--- src/design/u8d_pkg.sv ---
// Shared types, constants and helpers for the utf-8 byte stream decoder.
// No dependencies; used by every module of the decoder by scoped names.
`timescale 1ns / 1ps
`default_nettype none
package u8d_pkg;

  localparam int unsigned ByteW = 8;
  localparam int unsigned CpW   = 31;
  localparam int unsigned PendW = 3;

  // continuation byte tag in the top two bits
  localparam logic [1:0] ContTag = 2'b10;

  // one decoded result word
  typedef struct packed {
    logic           valid;
    logic [CpW-1:0] code_point;
    logic           is_error;
    logic           ends_string;
  } result_t;

  // number of continuation bytes a lead byte announces
  function automatic logic [PendW-1:0] trail_count(input logic [ByteW-1:0] b);
    logic [PendW-1:0] n;
    begin
      if (b < 8'hC0)      n = 3'd0;
      else if (b < 8'hE0) n = 3'd1;
      else if (b < 8'hF0) n = 3'd2;
      else if (b < 8'hF8) n = 3'd3;
      else if (b < 8'hFC) n = 3'd4;
      else                n = 3'd5;
      return n;
    end
  endfunction

  // payload mask applied to a lead byte, by sequence length
  function automatic logic [6:0] lead_mask(input logic [PendW-1:0] n);
    logic [6:0] m;
    begin
      case (n)
        3'd0:    m = 7'h7f;
        3'd1:    m = 7'h1f;
        3'd2:    m = 7'h0f;
        3'd3:    m = 7'h07;
        3'd4:    m = 7'h03;
        3'd5:    m = 7'h01;
        default: m = 7'h00;
      endcase
      return m;
    end
  endfunction

endpackage
`default_nettype wire

--- src/design/u8d_in_reg.sv ---
// Input register stage of the utf-8 decoder: holds one byte word.
// Depends on u8d_pkg.
`timescale 1ns / 1ps
`default_nettype none
module u8d_in_reg (
  input  wire logic                      clk_i,
  input  wire logic                      rst_ni,
  input  wire logic                      in_valid_i,
  output logic                           in_ready_o,
  input  wire logic [u8d_pkg::ByteW-1:0] in_byte_i,
  input  wire logic                      in_last_i,
  output logic                           valid_o,
  input  wire logic                      advance_i,
  output logic [u8d_pkg::ByteW-1:0]      byte_o,
  output logic                           last_o
);

  logic                      valid_q, valid_d;
  logic [u8d_pkg::ByteW-1:0] byte_q;
  logic                      last_q;
  logic                      load;

  // stage takes a word when empty or when its word moves on this cycle
  assign in_ready_o = !valid_q || advance_i;
  assign load       = in_valid_i && in_ready_o;

  always_comb begin
    valid_d = valid_q;
    if (load) begin
      valid_d = 1'b1;
    end else if (advance_i) begin
      valid_d = 1'b0;
    end
  end

  // control flag
  always_ff @(posedge clk_i or negedge rst_ni) begin
    if (!rst_ni) begin
      valid_q <= 1'b0;
    end else begin
      valid_q <= valid_d;
    end
  end

  // payload
  always_ff @(posedge clk_i) begin
    if (load) begin
      byte_q <= in_byte_i;
      last_q <= in_last_i;
    end
  end

  assign valid_o = valid_q;
  assign byte_o  = byte_q;
  assign last_o  = last_q;

endmodule
`default_nettype wire

--- src/design/u8d_core.sv ---
// Decode step of the utf-8 decoder: sequence state and one-byte update.
// Depends on u8d_pkg.
`timescale 1ns / 1ps
`default_nettype none
module u8d_core (
  input  wire logic                      clk_i,
  input  wire logic                      rst_ni,
  input  wire logic                      fire_i,
  input  wire logic [u8d_pkg::ByteW-1:0] byte_i,
  input  wire logic                      last_i,
  output u8d_pkg::result_t               result_o
);

  logic [u8d_pkg::PendW-1:0] pend_q, pend_d;
  logic [u8d_pkg::CpW-1:0]   partial_q, partial_d;
  logic                      drop_q, drop_d;
  logic [u8d_pkg::PendW-1:0] n;
  logic [u8d_pkg::PendW-1:0] pend_dec;
  logic [u8d_pkg::CpW-1:0]   shifted;
  logic                      fail;
  u8d_pkg::result_t          res;

  assign n        = u8d_pkg::trail_count(byte_i);
  assign pend_dec = pend_q - 3'd1;
  assign shifted  = {partial_q[u8d_pkg::CpW-7:0], byte_i[5:0]};

  // next state and result for the byte in the input stage
  always_comb begin
    pend_d    = pend_q;
    partial_d = partial_q;
    drop_d    = drop_q;
    fail      = 1'b0;
    res       = '0;
    if (drop_q) begin
      // discard the rest of the string
      if (last_i) begin
        drop_d = 1'b0;
      end
    end else if (pend_q == '0) begin
      // expecting a lead byte
      if (n == '0) begin
        if (byte_i[7]) begin
          fail = 1'b1;
        end else begin
          res.valid      = 1'b1;
          res.code_point = {24'd0, byte_i[6:0]};
        end
      end else if (last_i) begin
        fail = 1'b1;
      end else begin
        partial_d = {24'd0, byte_i[6:0] & u8d_pkg::lead_mask(n)};
        pend_d    = n;
      end
    end else if (byte_i[7:6] != u8d_pkg::ContTag) begin
      fail = 1'b1;
    end else if (pend_dec == '0) begin
      // sequence complete
      res.valid      = 1'b1;
      res.code_point = shifted;
      pend_d         = '0;
      partial_d      = '0;
    end else if (last_i) begin
      fail = 1'b1;
    end else begin
      partial_d = shifted;
      pend_d    = pend_dec;
    end
    if (fail) begin
      pend_d         = '0;
      partial_d      = '0;
      drop_d         = !last_i;
      res.valid      = 1'b1;
      res.code_point = '0;
      res.is_error   = 1'b1;
    end
    res.ends_string = last_i;
  end

  // sequence state
  always_ff @(posedge clk_i or negedge rst_ni) begin
    if (!rst_ni) begin
      pend_q    <= '0;
      partial_q <= '0;
      drop_q    <= 1'b0;
    end else if (fire_i) begin
      pend_q    <= pend_d;
      partial_q <= partial_d;
      drop_q    <= drop_d;
    end
  end

  assign result_o = res;

endmodule
`default_nettype wire

--- src/design/u8d_out_reg.sv ---
// Result register of the utf-8 decoder, facing the output stream.
// Depends on u8d_pkg.
`timescale 1ns / 1ps
`default_nettype none
module u8d_out_reg (
  input  wire logic                    clk_i,
  input  wire logic                    rst_ni,
  input  wire logic                    load_i,
  input  wire u8d_pkg::result_t        result_i,
  output logic                         space_o,
  output logic                         valid_o,
  input  wire logic                    ready_i,
  output logic [u8d_pkg::CpW-1:0]      code_point_o,
  output logic                         is_error_o,
  output logic                         ends_string_o
);

  logic                    valid_q, valid_d;
  logic [u8d_pkg::CpW-1:0] cp_q;
  logic                    err_q;
  logic                    last_q;

  // register can take a word when empty or drained this cycle
  assign space_o = !valid_q || ready_i;

  always_comb begin
    valid_d = valid_q;
    if (load_i) begin
      valid_d = 1'b1;
    end else if (ready_i) begin
      valid_d = 1'b0;
    end
  end

  always_ff @(posedge clk_i or negedge rst_ni) begin
    if (!rst_ni) begin
      valid_q <= 1'b0;
    end else begin
      valid_q <= valid_d;
    end
  end

  // result payload
  always_ff @(posedge clk_i) begin
    if (load_i) begin
      cp_q   <= result_i.code_point;
      err_q  <= result_i.is_error;
      last_q <= result_i.ends_string;
    end
  end

  assign valid_o       = valid_q;
  assign code_point_o  = cp_q;
  assign is_error_o    = err_q;
  assign ends_string_o = last_q;

endmodule
`default_nettype wire

--- src/design/utf8_byte_stream_decoder.sv ---
// Top level of the utf-8 byte stream decoder (legacy six-byte form).
// Depends on u8d_pkg, u8d_in_reg, u8d_core and u8d_out_reg.
`timescale 1ns / 1ps
`default_nettype none
// Decodes one byte word per clock while the result register is not stalled.
// A byte is registered on entry in the input register, decoded from there by
// the sequence state and, if it completes a character or hits an error,
// written to the result register. Lead bytes C0-FF open
// sequences of one to five continuation bytes with no overlong or range
// check. A stray or bad continuation byte, or a string that ends inside a
// sequence, gives an error word (code point zero, tuser high) and the rest
// of that string is dropped without results. Bytes that give no result
// move on even while the result register is stalled.
module utf8_byte_stream_decoder (
  input  wire logic        clk_i,
  input  wire logic        rst_ni,
  input  wire logic        s_axis_tvalid_i,
  output logic             s_axis_tready_o,
  input  wire logic [7:0]  s_axis_tdata_i,   // [7:0] data_byte
  input  wire logic        s_axis_tlast_i,   // string_last
  output logic             m_axis_tvalid_o,
  input  wire logic        m_axis_tready_i,
  output logic [31:0]      m_axis_tdata_o,   // [30:0] code_point, [31] zero
  output logic             m_axis_tuser_o,   // [0] is_error
  output logic             m_axis_tlast_o    // ends_string
);

  logic                      st_valid;
  logic                      advance;
  logic [u8d_pkg::ByteW-1:0] st_byte;
  logic                      st_last;
  logic                      out_space;
  logic                      out_load;
  logic [u8d_pkg::CpW-1:0]   cp;
  u8d_pkg::result_t          result;

  // input register
  u8d_in_reg u_in_reg (
    .clk_i      (clk_i),
    .rst_ni     (rst_ni),
    .in_valid_i (s_axis_tvalid_i),
    .in_ready_o (s_axis_tready_o),
    .in_byte_i  (s_axis_tdata_i),
    .in_last_i  (s_axis_tlast_i),
    .valid_o    (st_valid),
    .advance_i  (advance),
    .byte_o     (st_byte),
    .last_o     (st_last)
  );

  // decode step
  u8d_core u_core (
    .clk_i    (clk_i),
    .rst_ni   (rst_ni),
    .fire_i   (advance),
    .byte_i   (st_byte),
    .last_i   (st_last),
    .result_o (result)
  );

  // a word moves on unless it has a result and the result register is full
  assign advance  = st_valid && (!result.valid || out_space);
  assign out_load = advance && result.valid;

  // result register
  u8d_out_reg u_out_reg (
    .clk_i         (clk_i),
    .rst_ni        (rst_ni),
    .load_i        (out_load),
    .result_i      (result),
    .space_o       (out_space),
    .valid_o       (m_axis_tvalid_o),
    .ready_i       (m_axis_tready_i),
    .code_point_o  (cp),
    .is_error_o    (m_axis_tuser_o),
    .ends_string_o (m_axis_tlast_o)
  );

  assign m_axis_tdata_o = {1'b0, cp};

endmodule
`default_nettype wire
--- config.mk ---
export PLATFORM = sky130hd
export DESIGN_NAME = utf8_byte_stream_decoder
export DESIGN_NICKNAME = d
export VERILOG_FILES = /design/src/design/u8d_pkg.sv /design/src/design/u8d_in_reg.sv /design/src/design/u8d_core.sv /design/src/design/u8d_out_reg.sv /design/src/design/utf8_byte_stream_decoder.sv
export SDC_FILE = /design/constraint.sdc
export NUM_CORES = 1
export LEC_CHECK = 0
export BUFFER_PORTS_ARGS = -buffer_cell sky130_fd_sc_hd__buf_2
export CORE_MARGIN = 2
export CORE_UTILIZATION = 40
export CTS_BUF_LIST = sky130_fd_sc_hd__clkbuf_16
export DETAILED_ROUTE_END_ITERATION = 10
export PLACE_DENSITY_LB_ADDON = 0.2
export SLEW_MARGIN = 20
export SYNTH_ARGS = -nofsm -noshare
export SYNTH_HDL_FRONTEND = slang
export SYNTH_HIERARCHICAL = 1
export SYNTH_SLANG_ARGS = --single-unit
--- constraint.sdc ---
create_clock -name clk_i -period 3.65 [get_ports clk_i]
set_input_delay 0.5475 -clock clk_i [delete_from_list [all_inputs] [get_ports clk_i]]
set_output_delay 0.5475 -clock clk_i [all_outputs]
set_load 0.005 [all_outputs]
==> out/metrics.yaml <==
run_status:
  status: "finished clean"
power_and_ir_drop:
  power_leakage_nw: 1.58
  powerDensity_nw_per_um2: 797
  combPwrFrac_pct: 26.2
  worst_ir_drop_vdd_mv: 0.399
  pwr-share-clk_pct: 32.3
  power.switching_mw: 0.871
  switching_share_pct: 29.2
  internal_power_mw: 2.12
  p_total_mw: 2.99
  seqPwrFrac_pct: 41.5
synthesis:
  synthFlopType: "edfxtp_1"
  yosysSeqAreaShare_pct: 66.0
  async_reset_ff_share_pct: 42.5
  synthCells: 215
  synth_edf_count: 42
  ys_types: 47
  synth-seq-cells: 73
  ys_warn_count: 6
  synthesis.nets: 231
  syn-cell-area_um2: 3090
  syn_area_per_cell_um2: 14.4
layout:
  drive_gt1_share_pct: 30.6
  multi_input_area_um2: 936
  fin_util_pct: 49.2
  regArea_um2: 2040
  diodes: 0
  area_delta_synth_final_pct: 21.3
  fin_nets: 282
  stdcell_count: 373
  fillers: 687
min_path:
  hp-class: "input port to async pin"
sta:
  max_clock_freq_mhz: 301
  slew_viol_final: 0
  holdWs_ps: 272
  worst_slew_pin_slew_ps: 697
  setup_viol: 0
  finalHoldViolCount: 0
  tns_ps: 0
  fin_worst_skew_ps: 3.63
  grt_setup_unrepaired: "false"
  timing.final.crit_share_pct: 90.9
  min_period_ps: 3320
  max_slew_margin_pct: 53.5
critical_path:
  regToRegStartpoint: "u_core/pend_q[0]"
  r2r-end: "u_core/partial_q[2]"
  critPathMaxFanout: 8
  crit_path_end_kind: "primary output"
  start_kind: "flip-flop"
  r2r_cells: 12
  cp.arrival_ps: 2770
  crit_type: "flip-flop to primary output"
  r2r_setup_slack_ps: 440
  required_ps: 3100
  startpoint: "u_core/pend_q[0]"
  critPathCapture: "s_axis_tready_o"
die:
  start_util_pct: 40.6
  dieWidth_um: 91.9
  die_h_um: 91.9
  core.rowCount: 32
  pin_count: 49
  die-area_um2: 8440
  coreArea_um2: 7610
drt:
  drc: 0
  wl_met2_um: 2380
  vias: 1806
  dr.pass1.iters: 4
  routed_wl_um: 5100
  drt-met1-wl_um: 2410
  top_layer_used: "met4"
  vias_per_cell: 4.84
  antenna_left: 0
  initialDrtViolationCount: 65
  wl_met3_um: 266
  wl_per_cell_um: 13.7
grt:
  grt_max_degree: 32
  grt_overflow: 0
  antenna_found_initial: 0
  grt_use_total_pct: 13.5
  grt_pass1_vias: 1754
  grt_pass1_wl_um: 8760
clock_network:
  clkSinkCount: 73
  htreeDepth: 3
  cts.clk_slew.worst_paths_ps: 50
  clockRootBuffer: "clkbuf_16"
  numCtsBuffers: 9
  clockBufferDepth: 2
  cts_tree: "yes"
  cts_setup_buffers: 0
  insertion_delay_ps: 320
placement:
  port_buffers: 47
  place_inst: 357
  hpwl_um: 3550
  gp_congestion: 0.856
run:
  drv_cap: 0
## power by group through the flow
stage                     logic, mW  clock network (mW)  registers [mW]
after floorplan               0.536                   0            1.25
after global placement        0.789                   0            1.26
after detailed placement      0.785                   0            1.26
after CTS                     0.791               0.984            1.24
after global routing          0.875                1.02            1.27
final                         0.783               0.964            1.24
## synthesized netlist by cell type, types with 2 or more instances
cell type / count / area (um^2)
o21ai_0: 5 / 25.0
a31oi_1: 2 / 12.5
edfxtp_1: 42 / 1260
buf_4: 8 / 60.1
and2_1: 30 / 188
and3_1: 3 / 18.8
inv_1: 7 / 26.3
buf_6: 2 / 22.5
nand2b_4: 2 / 27.5
nor2_1: 4 / 15.0
nand2_1: 7 / 26.3
ha_1: 3 / 37.5
a21boi_1: 2 / 15.0
a21oi_1: 6 / 30.0
a32o_1: 2 / 20.0
nand2b_2: 3 / 26.3
buf_2: 2 / 10.0
dfrtp_1: 31 / 776
nand2b_1: 5 / 31.3
a22o_1: 22 / 193
## cell usage in the layout, fill, tap and decap left out, types with 2 or more instances in the layout
cell type / count
ha_1: 3
bufinv_16: 3
clkinv_1: 3
and2_1: 30
nand2b_1: 5
a31oi_1: 2
a22o_1: 22
a21oi_1: 6
o21ai_0: 5
nand2b_4: 2
nand2_1: 7
inv_1: 7
dfrtp_1: 31
and3_1: 3
clkbuf_16: 9
nor2_1: 4
edfxtp_1: 42
nand2b_2: 3
buf_2: 47
buf_4: 4
a32o_1: 2
## repair_timing
action	CTS	global route
hold buffers	0	0
endpoints found under the setup margin	0	1
gates resized for setup	0	1
## cell type report
type / count / share of cell area [%]
repair buffers: 52 / 7.62
inverters: 7 / 0.701
clock inverters: 7 / 2.91
clock buffers: 9 / 6.01
multi-input cells: 123 / 25.0
flip-flops and latches: 73 / 54.4
well taps: 102 / 3.41
## cell families after synthesis
family	Yosys count	synth area share [%]
AOI/OAI and AO/OA	51	14.2
buffers and inverters	19	3.85
adders and majority gates	3	1.22
other	1	0.121
DFF	73	66.0
and+or+nand+nor	68	14.6
## flip-flops by register name, indices dropped and copies added (netlist names)
signal	cells
u_in_reg/last_o	1
u_core/partial_q	25
u_out_reg/code_point_o	31
u_out_reg/ends_string_o	1
u_core/pend_q	3
u_out_reg/valid_o	1
u_out_reg/is_error_o	1
u_in_reg/valid_o	1
u_core/drop_q	1
u_in_reg/byte_o	8
## worst max-delay path: stages, from the launching register on
cell and delay [ps]:
dfrtp_1 350, inv_1 90, ha_1 290, nor2b_1 160, buf_4 170, nor2_2 150, o22ai_2 130, and2_0 250
or2_1 280, a21boi_2 270, nand2b_4 190, buf_2 110
## routing by layer
| layer | vias up | global-route usage [%] |
|---|---|---|
| met1 | 868 | 18.8 |
| met4 | 0 | 4.98 |
| met2 | 49 | 19.7 |
| met3 | 5 | 4.68 |
| li1 | 884 | - |
| met5 | - | 0 |
## worst min path at each step
stage | start | cells after the start | slack, ps | end
6_report | rst_ni | 1 | 270 | u_out_reg/valid_o
5_1_grt | rst_ni | 1 | 330 | u_out_reg/valid_o
4_1_cts | rst_ni | 1 | 300 | u_out_reg/valid_o
3_5_place_dp | u_core/pend_q[1] | 2 | 470 | u_core/pend_q[1]
3_3_place_gp | u_core/pend_q[1] | 2 | 470 | u_core/pend_q[1]
2_1_floorplan | rst_ni | 0 | 250 | u_core/drop_q
## through the flow
stage	setup slack [ps]	area, um^2
floorplan	903	3090
global placement	456	3410
detailed placement	364	3410
CTS	209	3740
global route	122	3750
finish	332	3750
Power figures use the tool's default switching activity.
